==> src/design/lfw_pkg.sv <==
`default_nettype none
package lfw_pkg;

  // character codes
  localparam logic [7:0] CH_NEWLINE = 8'd10;
  localparam logic [7:0] CH_TAB     = 8'd9;
  localparam logic [7:0] CH_SPACE   = 8'd32;

  // register file
  localparam int FOLD_WIDTH_W = 6;
  localparam int TAB_SPAN_W   = 5;
  localparam int CFG_DATA_W   = 6;
  localparam int CFG_INDEX_W  = 1;

  localparam logic [CFG_INDEX_W-1:0] REG_FOLD_WIDTH = 1'b0;
  localparam logic [CFG_INDEX_W-1:0] REG_TAB_SPAN   = 1'b1;

  localparam logic [FOLD_WIDTH_W-1:0] FOLD_WIDTH_RESET = 6'd10;
  localparam logic [TAB_SPAN_W-1:0]   TAB_SPAN_RESET   = 5'd8;

  // limits applied to the register values
  localparam int WIDTH_MIN = 2;
  localparam int TAB_MIN   = 1;
  localparam int TAB_MAX   = 16;

  // working width for column sums (count + tab stays below 2**ARITH_W)
  localparam int ARITH_W = 8;

  localparam int DEF_BUF_DEPTH = 64;

endpackage
`default_nettype wire

==> src/design/line_fold_word_wrap.sv <==
// greedy line folder. each request carries one text byte, or an end-of-input
// flag that flushes the pending line. lines are folded at fold_width
// columns (held between 2 and BUF_DEPTH): the line goes out up to and
// including its last blank, or whole if it has none, then a newline, and
// the characters after that blank stay pending. a tab becomes tab_span
// spaces (held between 1 and 16); a tab that reaches the width is padded
// to the width and the line goes out. newline or end-of-input flushes the
// pending characters; with nothing pending it produces nothing. every
// result carries one byte; last_of_run marks the newline that closes the
// results of a request. an ordinary byte is written to the store as it is
// taken; a tab is written as its spaces one by one, as the character store
// has a single write port, and the input waits meanwhile. folded lines are
// read back one character per cycle while out_ready holds, through the
// store's read port, then the newline, while the input carries on behind a
// two-entry line queue. the input also stalls while the queue is full, or
// while unread and pending characters fill the BUF_DEPTH-entry store.
`default_nettype none
module line_fold_word_wrap #(
  parameter int BUF_DEPTH = lfw_pkg::DEF_BUF_DEPTH
) (
  input  wire logic                              clk,
  input  wire logic                              rst,
  // configuration writes
  input  wire logic                              cfg_write,
  input  wire logic [lfw_pkg::CFG_INDEX_W-1:0]   cfg_index,
  input  wire logic [lfw_pkg::CFG_DATA_W-1:0]    cfg_data,
  // input requests
  input  wire logic                              in_valid,
  output logic                                   in_ready,
  input  wire logic [7:0]                        char_in,
  input  wire logic                              end_of_input,
  // results
  output logic                                   out_valid,
  input  wire logic                              out_ready,
  output logic      [7:0]                        char_out,
  output logic                                   last_of_run
);

  localparam int PW = $clog2(BUF_DEPTH);
  localparam int CW = $clog2(BUF_DEPTH + 1);
  localparam int JW = PW + CW;

  // configuration registers
  logic [lfw_pkg::FOLD_WIDTH_W-1:0] fold_width;
  logic [lfw_pkg::TAB_SPAN_W-1:0]   tab_span;

  // store write port, front to back
  logic          wr_en;
  logic [PW-1:0] wr_addr;
  logic [7:0]    wr_data;

  // line jobs: start of the oldest character and number of characters
  logic          job_push;
  logic [JW-1:0] job_in;
  logic          job_pop;
  logic          job_full;
  logic          job_empty;
  logic [JW-1:0] job_head;

  // one pulse per character the back end has read out of the store
  logic          rd_pulse;

  always_ff @(posedge clk) begin
    if (rst) begin
      fold_width <= lfw_pkg::FOLD_WIDTH_RESET;
      tab_span   <= lfw_pkg::TAB_SPAN_RESET;
    end else if (cfg_write) begin
      case (cfg_index)
        lfw_pkg::REG_FOLD_WIDTH: fold_width <= cfg_data[lfw_pkg::FOLD_WIDTH_W-1:0];
        lfw_pkg::REG_TAB_SPAN:   tab_span   <= cfg_data[lfw_pkg::TAB_SPAN_W-1:0];
        default: begin
          fold_width <= fold_width;
        end
      endcase
    end
  end

  // front: classifies bytes, writes the store, keeps column and blank mark
  lfw_front #(
    .BUF_DEPTH (BUF_DEPTH)
  ) u_front (
    .clk          (clk),
    .rst          (rst),
    .fold_width   (fold_width),
    .tab_span     (tab_span),
    .in_valid     (in_valid),
    .in_ready     (in_ready),
    .char_in      (char_in),
    .end_of_input (end_of_input),
    .wr_en        (wr_en),
    .wr_addr      (wr_addr),
    .wr_data      (wr_data),
    .job_push     (job_push),
    .job_data     (job_in),
    .job_full     (job_full),
    .rd_pulse     (rd_pulse)
  );

  // queue of lines waiting to go out
  lfw_queue #(
    .WIDTH (JW)
  ) u_queue (
    .clk       (clk),
    .rst       (rst),
    .push      (job_push),
    .push_data (job_in),
    .pop       (job_pop),
    .full      (job_full),
    .empty     (job_empty),
    .head      (job_head)
  );

  // back: reads each line out of the store and appends the newline
  lfw_back #(
    .BUF_DEPTH (BUF_DEPTH)
  ) u_back (
    .clk         (clk),
    .rst         (rst),
    .wr_en       (wr_en),
    .wr_addr     (wr_addr),
    .wr_data     (wr_data),
    .job_valid   (!job_empty),
    .job_data    (job_head),
    .job_pop     (job_pop),
    .rd_pulse    (rd_pulse),
    .out_valid   (out_valid),
    .out_ready   (out_ready),
    .char_out    (char_out),
    .last_of_run (last_of_run)
  );

endmodule
`default_nettype wire

==> src/design/lfw_queue.sv <==
`default_nettype none
module lfw_queue #(
  parameter int WIDTH = 13
) (
  input  wire logic             clk,
  input  wire logic             rst,
  input  wire logic             push,
  input  wire logic [WIDTH-1:0] push_data,
  input  wire logic             pop,
  output logic                  full,
  output logic                  empty,
  output logic      [WIDTH-1:0] head
);

  logic [WIDTH-1:0] entry [2];
  logic             wr_ptr;
  logic             rd_ptr;
  logic [1:0]       fill;

  logic do_push;
  logic do_pop;

  assign full    = (fill == 2'd2);
  assign empty   = (fill == 2'd0);
  assign head    = entry[rd_ptr];
  assign do_push = push && !full;
  assign do_pop  = pop && !empty;

  always_ff @(posedge clk) begin
    if (do_push) begin
      entry[wr_ptr] <= push_data;
    end
  end

  always_ff @(posedge clk) begin
    if (rst) begin
      wr_ptr <= 1'b0;
      rd_ptr <= 1'b0;
      fill   <= 2'd0;
    end else begin
      if (do_push) begin
        wr_ptr <= !wr_ptr;
      end
      if (do_pop) begin
        rd_ptr <= !rd_ptr;
      end
      case ({do_push, do_pop})
        2'b10:   fill <= fill + 2'd1;
        2'b01:   fill <= fill - 2'd1;
        default: fill <= fill;
      endcase
    end
  end

endmodule
`default_nettype wire

==> src/design/lfw_front.sv <==
`default_nettype none
module lfw_front #(
  parameter int BUF_DEPTH = lfw_pkg::DEF_BUF_DEPTH,
  localparam int PW = $clog2(BUF_DEPTH),
  localparam int CW = $clog2(BUF_DEPTH + 1)
) (
  input  wire logic                              clk,
  input  wire logic                              rst,
  input  wire logic [lfw_pkg::FOLD_WIDTH_W-1:0]  fold_width,
  input  wire logic [lfw_pkg::TAB_SPAN_W-1:0]    tab_span,
  input  wire logic                              in_valid,
  output logic                                   in_ready,
  input  wire logic [7:0]                        char_in,
  input  wire logic                              end_of_input,
  output logic                                   wr_en,
  output logic      [PW-1:0]                     wr_addr,
  output logic      [7:0]                        wr_data,
  output logic                                   job_push,
  output logic      [PW+CW-1:0]                  job_data,
  input  wire logic                              job_full,
  input  wire logic                              rd_pulse
);

  localparam int AW = lfw_pkg::ARITH_W;
  localparam logic [AW-1:0] DEPTH_A = AW'(BUF_DEPTH);

  typedef enum logic {
    ST_ACCEPT,
    ST_TAB
  } state_t;

  state_t        state, state_next;
  logic [PW-1:0] wp, wp_next;
  logic [CW-1:0] count, count_next;
  logic          blank_valid, blank_valid_next;
  logic [CW-1:0] blank, blank_next;
  logic [CW-1:0] rem, rem_next;
  logic          tab_fold, tab_fold_next;
  logic [CW-1:0] unread, unread_next;

  logic [AW-1:0] width_a;
  logic [AW-1:0] tab_a;
  logic [AW-1:0] cnt_a;
  logic [AW-1:0] c1_a;
  logic [AW-1:0] start_a;
  logic [AW-1:0] blank_a;
  logic          blank_v;
  logic          has_blank;
  logic          space_ok;
  logic          accept;
  logic          last_space;
  logic [PW-1:0] wp_inc;
  logic [PW-1:0] start;
  logic [CW-1:0] job_len;

  // limits on the register values
  always_comb begin
    width_a = AW'(fold_width);
    if (width_a < AW'(lfw_pkg::WIDTH_MIN)) begin
      width_a = AW'(lfw_pkg::WIDTH_MIN);
    end
    if (width_a > DEPTH_A) begin
      width_a = DEPTH_A;
    end
    tab_a = AW'(tab_span);
    if (tab_a < AW'(lfw_pkg::TAB_MIN)) begin
      tab_a = AW'(lfw_pkg::TAB_MIN);
    end
    if (tab_a > AW'(lfw_pkg::TAB_MAX)) begin
      tab_a = AW'(lfw_pkg::TAB_MAX);
    end
  end

  assign cnt_a    = AW'(count);
  assign c1_a     = cnt_a + AW'(1);
  assign space_ok = (AW'(unread) + cnt_a) < DEPTH_A;
  assign wp_inc   = (wp == PW'(BUF_DEPTH - 1)) ? '0 : wp + PW'(1);
  assign in_ready = (state == ST_ACCEPT) && !job_full && space_ok;
  assign accept   = in_valid && in_ready;
  assign last_space = (rem == CW'(1));

  // oldest pending character sits count entries behind the write pointer
  always_comb begin
    start_a = AW'(wp) + DEPTH_A - cnt_a;
    if (start_a >= DEPTH_A) begin
      start_a = start_a - DEPTH_A;
    end
    start = PW'(start_a);
  end

  assign job_data = {start, job_len};
  assign wr_addr  = wp;

  always_comb begin
    state_next       = state;
    wp_next          = wp;
    count_next       = count;
    blank_valid_next = blank_valid;
    blank_next       = blank;
    rem_next         = rem;
    tab_fold_next    = tab_fold;
    wr_en            = 1'b0;
    wr_data          = char_in;
    job_push         = 1'b0;
    job_len          = count;
    blank_v          = blank_valid;
    blank_a          = AW'(blank);
    has_blank        = 1'b0;

    case (state)
      ST_ACCEPT: begin
        if (accept) begin
          if (end_of_input || char_in == lfw_pkg::CH_NEWLINE) begin
            job_push         = (count != '0);
            count_next       = '0;
            blank_valid_next = 1'b0;
          end else if (char_in == lfw_pkg::CH_TAB) begin
            if (cnt_a + tab_a >= width_a) begin
              if (cnt_a < width_a) begin
                rem_next      = CW'(width_a - cnt_a);
                tab_fold_next = 1'b1;
                state_next    = ST_TAB;
              end else begin
                // already at the width: emit without padding
                job_push         = 1'b1;
                count_next       = '0;
                blank_valid_next = 1'b0;
              end
            end else begin
              rem_next      = CW'(tab_a);
              tab_fold_next = 1'b0;
              state_next    = ST_TAB;
            end
          end else begin
            wr_en   = 1'b1;
            wp_next = wp_inc;
            if (char_in == lfw_pkg::CH_SPACE) begin
              blank_v = 1'b1;
              blank_a = c1_a;
            end
            if (c1_a >= width_a) begin
              has_blank        = blank_v && (blank_a <= c1_a);
              job_push         = 1'b1;
              job_len          = has_blank ? CW'(blank_a) : CW'(c1_a);
              count_next       = has_blank ? CW'(c1_a - blank_a) : '0;
              blank_valid_next = 1'b0;
            end else begin
              count_next       = CW'(c1_a);
              blank_next       = CW'(blank_a);
              blank_valid_next = blank_v;
            end
          end
        end
      end
      ST_TAB: begin
        if (space_ok && !(last_space && tab_fold && job_full)) begin
          wr_en    = 1'b1;
          wr_data  = lfw_pkg::CH_SPACE;
          wp_next  = wp_inc;
          rem_next = rem - CW'(1);
          count_next = CW'(c1_a);
          if (last_space) begin
            state_next = ST_ACCEPT;
            if (tab_fold) begin
              job_push         = 1'b1;
              job_len          = CW'(c1_a);
              count_next       = '0;
              blank_valid_next = 1'b0;
            end else begin
              blank_next       = CW'(c1_a);
              blank_valid_next = 1'b1;
            end
          end
        end
      end
      default: begin
        state_next = ST_ACCEPT;
      end
    endcase

    unread_next = unread + (job_push ? job_len : '0) - (rd_pulse ? CW'(1) : '0);
  end

  always_ff @(posedge clk) begin
    if (rst) begin
      state       <= ST_ACCEPT;
      wp          <= '0;
      count       <= '0;
      blank_valid <= 1'b0;
      blank       <= '0;
      rem         <= '0;
      tab_fold    <= 1'b0;
      unread      <= '0;
    end else begin
      state       <= state_next;
      wp          <= wp_next;
      count       <= count_next;
      blank_valid <= blank_valid_next;
      blank       <= blank_next;
      rem         <= rem_next;
      tab_fold    <= tab_fold_next;
      unread      <= unread_next;
    end
  end

endmodule
`default_nettype wire

==> src/design/lfw_back.sv <==
`default_nettype none
module lfw_back #(
  parameter int BUF_DEPTH = lfw_pkg::DEF_BUF_DEPTH,
  localparam int PW = $clog2(BUF_DEPTH),
  localparam int CW = $clog2(BUF_DEPTH + 1)
) (
  input  wire logic             clk,
  input  wire logic             rst,
  input  wire logic             wr_en,
  input  wire logic [PW-1:0]    wr_addr,
  input  wire logic [7:0]       wr_data,
  input  wire logic             job_valid,
  input  wire logic [PW+CW-1:0] job_data,
  output logic                  job_pop,
  output logic                  rd_pulse,
  output logic                  out_valid,
  input  wire logic             out_ready,
  output logic      [7:0]       char_out,
  output logic                  last_of_run
);

  logic [7:0]    line_store [BUF_DEPTH];
  logic [7:0]    rd_q;

  logic          busy;
  logic [PW-1:0] ptr;
  logic [CW-1:0] rem;
  logic          a_valid;
  logic          a_nl;

  logic          b_load;
  logic          a_adv;
  logic          issue;
  logic [PW-1:0] ptr_inc;

  assign b_load   = a_valid && (!out_valid || out_ready);
  assign a_adv    = !a_valid || b_load;
  assign issue    = busy && a_adv;
  assign rd_pulse = issue && (rem != '0);
  assign job_pop  = !busy && job_valid;
  assign ptr_inc  = (ptr == PW'(BUF_DEPTH - 1)) ? '0 : ptr + PW'(1);

  // store: one write port from the front, one registered read port
  always_ff @(posedge clk) begin
    if (wr_en) begin
      line_store[wr_addr] <= wr_data;
    end
    if (rd_pulse) begin
      rd_q <= line_store[ptr];
    end
  end

  always_ff @(posedge clk) begin
    if (b_load) begin
      char_out    <= a_nl ? lfw_pkg::CH_NEWLINE : rd_q;
      last_of_run <= a_nl;
    end
  end

  always_ff @(posedge clk) begin
    if (rst) begin
      busy      <= 1'b0;
      ptr       <= '0;
      rem       <= '0;
      a_valid   <= 1'b0;
      a_nl      <= 1'b0;
      out_valid <= 1'b0;
    end else begin
      if (job_pop) begin
        busy <= 1'b1;
        ptr  <= job_data[PW+CW-1:CW];
        rem  <= job_data[CW-1:0];
      end else if (issue) begin
        if (rem != '0) begin
          ptr <= ptr_inc;
          rem <= rem - CW'(1);
        end else begin
          busy <= 1'b0;
        end
      end
      if (a_adv) begin
        a_valid <= issue;
        a_nl    <= (rem == '0);
      end
      if (b_load) begin
        out_valid <= 1'b1;
      end else if (out_ready) begin
        out_valid <= 1'b0;
      end
    end
  end

endmodule
`default_nettype wire
==> config.mk <==
export PLATFORM = sky130hd
export DESIGN_NAME = line_fold_word_wrap
export DESIGN_NICKNAME = d
export VERILOG_FILES = /design/src/design/lfw_pkg.sv /design/src/design/line_fold_word_wrap.sv /design/src/design/lfw_queue.sv /design/src/design/lfw_front.sv /design/src/design/lfw_back.sv
export SDC_FILE = /design/constraint.sdc
export NUM_CORES = 1
export LEC_CHECK = 0
export ABC_AREA = 1
export BUFFER_PORTS_ARGS = -buffer_cell sky130_fd_sc_hd__buf_2
export CAP_MARGIN = 15
export CELL_PAD_IN_SITES_DETAIL_PLACEMENT = 0
export CELL_PAD_IN_SITES_GLOBAL_PLACEMENT = 1
export CORE_AREA = 2 2 253 255
export DETAILED_ROUTE_END_ITERATION = 8
export DIE_AREA = 0 0 255 257
export PLACE_DENSITY_LB_ADDON = 0.1
export SYNTH_ARGS = -nofsm -noshare
export SYNTH_HDL_FRONTEND = slang
export SYNTH_SLANG_ARGS = --single-unit
==> constraint.sdc <==
create_clock -name clk -period 11.3 [get_ports clk]
set_input_delay 1.695 -clock clk [delete_from_list [all_inputs] [get_ports clk]]
set_output_delay 1.695 -clock clk [all_outputs]
set_load 0.01 [all_outputs]
==> results.toml, run 1 <==
[run_status]
status = "finished clean"

[power_and_ir_drop]
netSwitchingFraction_pct = 36.8
p_clk_share_pct = 29.6
power_frac_seq_pct = 38.2
leakagePower_uw = 0.0108
peakVddDrop_uv = 111
power-per-cell-area_mw_per_mm2 = 239
switching_power_uw = 2730
p_comb_share_pct = 32.2
intPower_uw = 4690

[yosys]
yosysTopAreaCell = "edfxtp_1"
ys_top_cells_by_count = "edfxtp_1 (555), nor2_1 (454), o21ai_0 (361)"
syn_area_mm2 = 0.0279
ys_types = 48
postSynthAreaPerCell_um2 = 10.9
synth_top_area_share_pct = 59.6
synthFlopType = "edfxtp_1"
yosys_warnings = 0
synth_seq_area_share_pct = 64.7
synth_edf_count = 555
netlist_instances = 2572
ys_async_sr_fraction_pct = 0
synth_seq_cells = 625
syn_nets = 2667
synthMostInstantiatedCell = "edfxtp_1"
synth_area_leaders = "edfxtp_1 (60%), o21ai_0 (6.5%), nor2_1 (6.1%)"

[timing]
slew_viol_final = 0
hold_violations = 0
setup_violations = 0
max_slew_margin_pct = 22.9
clock_skew_ps = 21.6
fin_crit_sh_pct = 54.4
hold-worst-slack_ps = 452
grt_setup_unrepaired = "false"
setup_tns_ps = 0
worstMarginPinSlew_ps = 1150
fin_crit_ps = 6150
clock.fmax_ghz = 0.163

[critical_path]
ff2ff_path_depth = 35
cp_common_cell = "nand2_1"
worstSetupPathType = "in2reg"
max_stage_delay_ps = 460
cp_data_required_time_ps = 11790
cp_max_fo = 12
crit_path_start = "char_in[1]"
reg2reg_from = "u_front.count[0]"
worstReg2RegEnd = "u_front.unread[6]"
critPathLaunchType = "primary input"
critPathCaptureType = "register"
arrival_ps = 6640
crit_end = "u_front.unread[6]"
rrSetupSlack_ps = 5300
slowest_stage = "o21ai_0"

[finish]
utilization_pct = 49.6
register_area_mm2 = 0.0181
syn2layout_area_growth_pct = 11.3
num-fill-cells = 5712
drive_gt1_share_pct = 8.19
layout.nets = 2660
diodes = 0
multiInputGateArea_mm2 = 0.00869

[global_routing]
grt_start_max_net_pins = 98
grt_pass1_vias = 18500
overflow = 0
antenna_found_initial = 1
track_usage_pct = 23.4
grt_pass1_wl_mm = 115

[cts]
clk_pin_slew_ps = 60
cts_tree = "yes"
cts_resized = 0
clkLatencyLatePin_ps = 600
htree_levels = 3
cts.path.max_buffers = 3
post_cts_buffers = 0
clock-root-buffer = "clkbuf_16"
postCtsHoldBufs = 0
cts_buffers = 69
clock-sinks = 625

[job]
maxCapViolations = 0

[drt]
drt-wirelength-per-cell_um = 22.2
drt_wl_total_mm = 76.9
vias = 19500
drt_pass1_iterations = 5
first_iter_violations = 1630
vias_per_cell = 5.63
drc = 0
detail-route-antenna-nets = 0

[floorplan]
start_util_pct = 44.5
die_h_um = 257
ios = 32
rows = 92
die_w_um = 255
core_mm2 = 0.0627
die_area_mm2 = 0.0655

[place]
io_buffer_count = 31
gp_congestion = 0.867
dp_hpwl_mm = 47.2

[min_path]
hp-class = "reg2reg"
power groups by stage:
stage          registers (µW)  clock network (µW)  logic, µW
2_1_floorplan            2790                   0       1660
3_3_place_gp             2880                   0       2360
3_5_place_dp             2880                   0       2380
4_1_cts                  2840                2240       2390
5_1_grt                  2850                2330       2670
6_report                 2830                2200       2390
critical path: cells and delay by family:
family	cells	cell delay [ps]
xor+xnor	1	200
simple gates	19	1790
fa+ha+maj	3	950
buf+inv	7	880
compound gates	6	1120
kinds of logic after synthesis:
kind of cell / share of synthesized area [%]
adders and majority gates: 3.45
and+or+nand+nor: 12.9
xor gates and xnor gates: 0.627
DFF: 64.7
AOI/OAI and AO/OA: 13.8
buffers and inverters: 4.50
stage by stage:
stage	area, µm²	setup slack (ps)	std cells	total power, µW
after floorplan	27900	5470	2572	4450
after global placement	28900	4610	3338	5250
after detailed placement	28900	4530	3340	5270
after CTS	31100	5150	3458	7470
after global routing	31100	4390	3458	7850
final	31100	5150	3458	7420
layout by cell type, fill, tap and decap left out, types with 7 or more instances in the layout:
| cell type | instances |
|---|---|
| nor2_1 | 447 |
| clkinv_2 | 13 |
| o211ai_1 | 40 |
| dfxtp_1 | 67 |
| clkbuf_1 | 13 |
| edfxtp_1 | 555 |
| buf_2 | 31 |
| o221ai_1 | 92 |
| o22ai_1 | 36 |
| nor3_1 | 21 |
| a31oi_1 | 11 |
| ha_1 | 69 |
| clkinv_1 | 10 |
| nor2_4 | 11 |
| buf_4 | 31 |
| nand4_1 | 12 |
| a21oi_1 | 75 |
| nand3_1 | 108 |
| clkbuf_16 | 72 |
| nand2_2 | 8 |
| xor2_1 | 13 |
| o21ai_0 | 361 |
| or2_2 | 8 |
| inv_1 | 179 |
| nand2_1 | 242 |
| a211oi_1 | 11 |
| xnor2_1 | 7 |
how the worst min path moves through the flow:
| stage | startpoint | endpoint | slack [ps] | cells past startpoint |
|---|---|---|---|---|
| floorplan | u_back.a_nl | u_back.last_of_run | 410 | 0 |
| global placement | u_queue.rd_ptr | u_queue.rd_ptr | 440 | 1 |
| detailed placement | u_queue.rd_ptr | register | 440 | 1 |
| CTS | u_queue.rd_ptr | u_queue.rd_ptr | 450 | 1 |
| global route | u_queue.rd_ptr | u_queue.rd_ptr | 480 | 1 |
| finish | u_queue.rd_ptr | u_queue.rd_ptr | 450 | 1 |
routing by layer:
metal  global-route usage [%]  part of all wire, %  vias to the layer above
li1                         -                    -                     9222
met1                     32.9                   45                     9642
met2                     36.8                   46                      491
met3                     4.33                  5.9                      103
met4                     7.62                  2.6                        0
met5                        0                    0                        -
registers in the layout, indices dropped and copies added (netlist names), 2 cells and up, named ones only:
name and flops:
fold_width 6, tab_span 5, u_back.char_out 8, u_back.line_store 512, u_back.ptr 6, u_back.rd_q 8
u_back.rem 7, u_front.blank 7, u_front.count 7, u_front.rem 7, u_front.unread 7, u_front.wr_addr 6
u_queue.entry 26, u_queue.fill 2
final cells by class:
type | instances | share of cell area (%)
Inverter | 186 | 2.27
Clock buffer | 87 | 6.04
Sequential cell | 625 | 58.1
Clock inverter | 31 | 0.994
Multi-Input combinational cell | 1621 | 27.9
Timing Repair Buffer | 62 | 1.25
Tap cell | 846 | 3.40
Note: power is estimated with default switching activity, not from simulation.
==> run 2, diff against run 1 <==
- clock period: 11.3 -> 5.75 ns (I/O delays scaled with it)
==> run 2 against run 1 <==
Effect of this change: first-iteration DRC count fell by 0.12%; critical endpoint unchanged; sequential power increased by 97%; design area is 0.76% higher; die area is the same; worst setup slack worse by 4500 ps.
==> results.toml, run 2 (synthesis gave the netlist of run 1 again) <==
[run_status]
status = "finished clean"

[drt]
drt-wirelength-per-cell_um = 22.4
routed.top_layer = "met4"
detail-route-antenna-nets = 0
wl_met2_mm = 35.6
dr_wl_met3_mm = 4.98
drt_pass1_iterations = 6
drt_wl_total_mm = 77.9
drt-met1-wl_mm = 35.5
first_iter_violations = 1628
vias_per_cell = 5.60
vias = 19500
drc = 0

[critical_path]
crit_family = "simple AND/OR/NAND/NOR gates"
critPathCaptureType = "register"
arrival_ps = 5590
critPathLaunchType = "register"
max_stage_delay_ps = 550
worstSetupPathType = "reg2reg"
cp_max_fo = 9
slowest_stage = "dfxtp_1"
critPathBufInv = 6
cp_data_required_time_ps = 6240
cp_common_cell = "nand2_1"
rrSetupSlack_ps = 650

[power_and_ir_drop]
p_comb_share_pct = 32.1
power-per-cell-area_mw_per_mm2 = 469
switching_power_uw = 5370
netSwitchingFraction_pct = 36.5
p_clk_share_pct = 30.0
intPower_uw = 9330
peakVddDrop_uv = 268
power_frac_seq_pct = 37.9
p_total_uw = 14700
leakagePower_uw = 0.0110

[timing]
hold_violations = 0
setup_tns_ps = 0
fin_crit_sh_pct = 88.7
clock_skew_ps = 25.6
clock.fmax_ghz = 0.196
fin_crit_ps = 5100
grt_setup_unrepaired = "false"
worstMarginPinSlew_ps = 1180
max_slew_margin_pct = 21.4
slew_viol_final = 0
setup_violations = 0

[floorplan]
die_w_um = 255
core_mm2 = 0.0627
start_util_pct = 44.5
die_h_um = 257
rows = 92
ios = 32
die_area_mm2 = 0.0655

[cts]
cts_buffers = 69
clock-sinks = 625
clkLatencyLatePin_ps = 610
cts.path.max_buffers = 3
clock-root-buffer = "clkbuf_16"
clk_pin_slew_ps = 60
cts_tree = "yes"
htree_levels = 3

[finish]
register_area_mm2 = 0.0181
final_cell_mix = "edfxtp_1 (555), nor2_1 (447), o21ai_0 (361)"
layout_commonest_cell = "edfxtp_1"
largestRegisters = "u_back.line_store: 512 flops, u_queue.entry: 26 flops"
drive_gt1_share_pct = 8.84
regMostFlops = "u_back.line_store"
multiInputGateArea_mm2 = 0.00869
num-fill-cells = 5690
largest_register_ffs = 512
syn2layout_area_growth_pct = 12.1
diodes = 0
layout.nets = 2678

[job]
maxCapViolations = 0

[place]
gp_congestion = 0.866
io_buffer_count = 31
dp_hpwl_mm = 48.3

[global_routing]
grt_start_max_net_pins = 182
grt_pass1_vias = 18600
antenna_found_initial = 0
track_usage_pct = 23.8
grt_pass1_wl_mm = 117
overflow = 0

[min_path]
hp-class = "reg2reg"
run 2: changes by cell type in the layout (fill, tap and decap cells not counted), sizes merged:
cell,previous run,this run
clkbuf,87,91
buf,62,80
inv,185,186
clkinv,25,27
clkinvlp,2,1
bufinv,5,6
run 2: through the flow:
step | hold slack (ps) | area, µm² | setup WS, ps | util, % | cells
detailed placement | 447 | 29100 | 117 | 46.4 | 3358
global placement | 435 | 29100 | 171 | 46.4 | 3357
CTS | 454 | 31300 | 481 | 49.9 | 3483
finish | 455 | 31300 | 648 | 50.0 | 3483
floorplan | 406 | 27900 | 748 | - | 2572
global route | 483 | 31300 | 75.7 | 50.0 | 3483
run 2: routing by layer:
layer | vias to the layer above | GRT usage (%)
li1 | 9269 | -
met1 | 9594 | 33.7
met2 | 542 | 36.9
met3 | 116 | 5.23
met4 | 0 | 6.68
met5 | - | 0
run 2: what timing repair did:
action                     4_1_cts  5_1_grt
gates resized for setup          0        2
buffers inserted                 0        0
hold buffers                     0        0
setup endpoints to repair        0        2
run 2: power groups by stage:
stage          logic [µW]  clock network (µW)  registers, µW
2_1_floorplan        3260                   0           5480
3_3_place_gp         4670                   0           5660
3_5_place_dp         4700                   0           5660
4_1_cts              4720                4490           5570
5_1_grt              5260                4670           5600
6_report             4720                4410           5570
run 2: final timing paths:
check,startpoint,cells after the start,end
worst max-delay path,u_front.count[3],34,u_front.unread[6]
worst min-delay path,u_queue.rd_ptr,1,register
worst max register to register,u_front.count[3],34,u_front.unread[6]
worst min register to register,u_queue.rd_ptr,1,register
run 2: final cells by class:
cell class / count / area share, %
clock inverter: 34 / 1.07
tap: 846 / 3.38
sequential: 625 / 57.7
inverter: 186 / 2.25
timing repair buffer: 80 / 1.83
multi-input combinational: 1621 / 27.7
clock buffer: 91 / 6.07
==> run 3, diff against run 2 <==
==> constraint.sdc (replaced) <==
create_clock -name clk -period 5.75 [get_ports clk]
set_input_delay 0.575 -clock clk [delete_from_list [all_inputs] [get_ports clk]]
set_output_delay 0.575 -clock clk [all_outputs]
set_load 0.01 [all_outputs]
==> run 3 against run 2 <==
Effect of this change: clock power down 1%; first-iteration DRC count grew 10%; core utilization decreased by 0.058 points; sequential cell count unchanged; final cell count is 0.17% lower; design area fell by 0.12%; maximum frequency rose by 0.13%; register-to-register slack barely moved; count of clock-buffer cells in the layout is 8 lower; non-clock buffer count rose by 3; combinational power barely moved; wire length up 0.44%.
==> results.toml, run 3 (synthesis gave the netlist of run 1 again) <==
[drt]
detail-route-antenna-nets = 0
drt_pass1_iterations = 5
vias_per_cell = 5.67
drt-wirelength-per-cell_um = 22.5
first_iter_violations = 1792
drc = 0
drt_wl_total_mm = 78.3
vias = 19700

[critical_path]
worstReg2RegEnd = "u_front.unread[6]"
critPathCaptureType = "register"
arrival_ps = 5600
cp_common_cell = "nand2_1"
reg2reg_from = "u_front.count[4]"
ff2ff_path_depth = 34
slowest_stage = "dfxtp_1"
max_stage_delay_ps = 540
cp_data_required_time_ps = 6250
critPathLaunchType = "register"
worstSetupPathType = "reg2reg"
rrSetupSlack_ps = 660
cp_max_fo = 9

[place]
dp_hpwl_mm = 49.1
io_buffer_count = 31
place_inst = 3360
gp_congestion = 0.861

[floorplan]
start_util_pct = 44.5
die_w_um = 255
ios = 32
rows = 92
die_h_um = 257
core_mm2 = 0.0627
die_area_mm2 = 0.0655

[cts]
clock-sinks = 625
cts_resized = 0
cts_tree = "yes"
cts_buffers = 69
postCtsHoldBufs = 0
clk_pin_slew_ps = 60
cts.path.max_buffers = 3
post_cts_buffers = 0
clkLatencyLatePin_ps = 620
htree_levels = 3
clock-root-buffer = "clkbuf_16"

[finish]
diodes = 0
final_cell_mix = "edfxtp_1 (555), nor2_1 (445), o21ai_0 (360)"
syn2layout_area_growth_pct = 12.0
largest_register_ffs = 512
largestRegisters = "u_back.line_store: 512 flops, u_queue.entry: 26 flops"
regMostFlops = "u_back.line_store"
drive_gt1_share_pct = 9.12
final_cells = 3477
layout_commonest_cell = "edfxtp_1"
num-fill-cells = 5623
layout.nets = 2681

[run_status]
status = "finished clean"

[timing]
hold_violations = 0
slew_viol_final = 0
setup_violations = 0
setup_tns_ps = 0
max_slew_margin_pct = 22.7
grt_setup_unrepaired = "false"
clock.fmax_ghz = 0.196
fin_crit_sh_pct = 88.6
clock_skew_ps = 31.5
fin_crit_ps = 5090
worstMarginPinSlew_ps = 1160

[min_path]
hold-path-endpoint = "fold_width[1]"
hp-class = "in2reg"
whs_path_depth = 3
min_from = "cfg_data[1]"

[global_routing]
grt_start_max_net_pins = 121
antenna_found_initial = 0
overflow = 0
grt_pass1_wl_mm = 117
track_usage_pct = 23.9
grt_pass1_vias = 18600

[power_and_ir_drop]
p_total_uw = 14700
power-per-cell-area_mw_per_mm2 = 469
leakagePower_uw = 0.0109
peakVddDrop_uv = 218

[job]
maxCapViolations = 0
run 3: per-stage QoR:
step                      util, %  hold WS (ps)  cell area [µm²]  setup WS (ps)
after detailed placement     46.3           439            29100            113
after floorplan                 -           406            27900           1000
final                        49.9           204            31300            655
after global placement       46.3           437            29100            209
after global routing         49.9           218            31300           27.9
after CTS                    49.8           170            31300            246
run 3: worst max-delay path: cells and delay by family (launching register included):
kind / cells / cell delay [ps]
AO/OA/AOI/OAI: 4 / 760
XOR/XNOR: 1 / 210
adder cells (fa/ha/maj): 3 / 920
buffers and inverters: 6 / 660
flip-flops: 1 / 540
AND/OR/NAND/NOR: 20 / 1880
run 3: layout make-up:
type / instances / area (µm²) / share of cell area [%]
flip-flops and latches: 625 / 18100 / 57.8
multi-input cells: 1621 / 8690 / 27.8
clock buffers: 83 / 1800 / 5.75
well taps: 846 / 1060 / 3.38
inverters: 186 / 704 / 2.25
repair buffers: 83 / 571 / 1.82
clock inverters: 33 / 395 / 1.26
run 3: worst max path at each step:
stage	from	to	slack (ps)	cells past startpoint
after floorplan	u_front.count[0]	u_front.unread[6]	1000	36
after global placement	char_in[1]	u_front.unread[6]	210	36
after detailed placement	char_in[1]	u_front.unread[6]	110	36
after CTS	u_front.count[1]	u_front.unread[6]	250	35
after global routing	u_front.count[4]	u_front.unread[6]	30	34
final	u_front.count[4]	u_front.unread[6]	660	34
run 3: layer usage:
layer	vias to the layer above	wire (µm)	track usage, %
li1	9275	-	-
met1	9703	35300	34.7
met2	627	36300	37.4
met3	104	5050	3.59
met4	0	1670	6.47
met5	-	0	0
run 3: report_power, final:
group	switching [µW]	internal (µW)	total [µW]
Clock	1800	2550	4360
Sequential	309	5280	5590
Combinational	3270	1450	4730
Total	5380	9290	14700
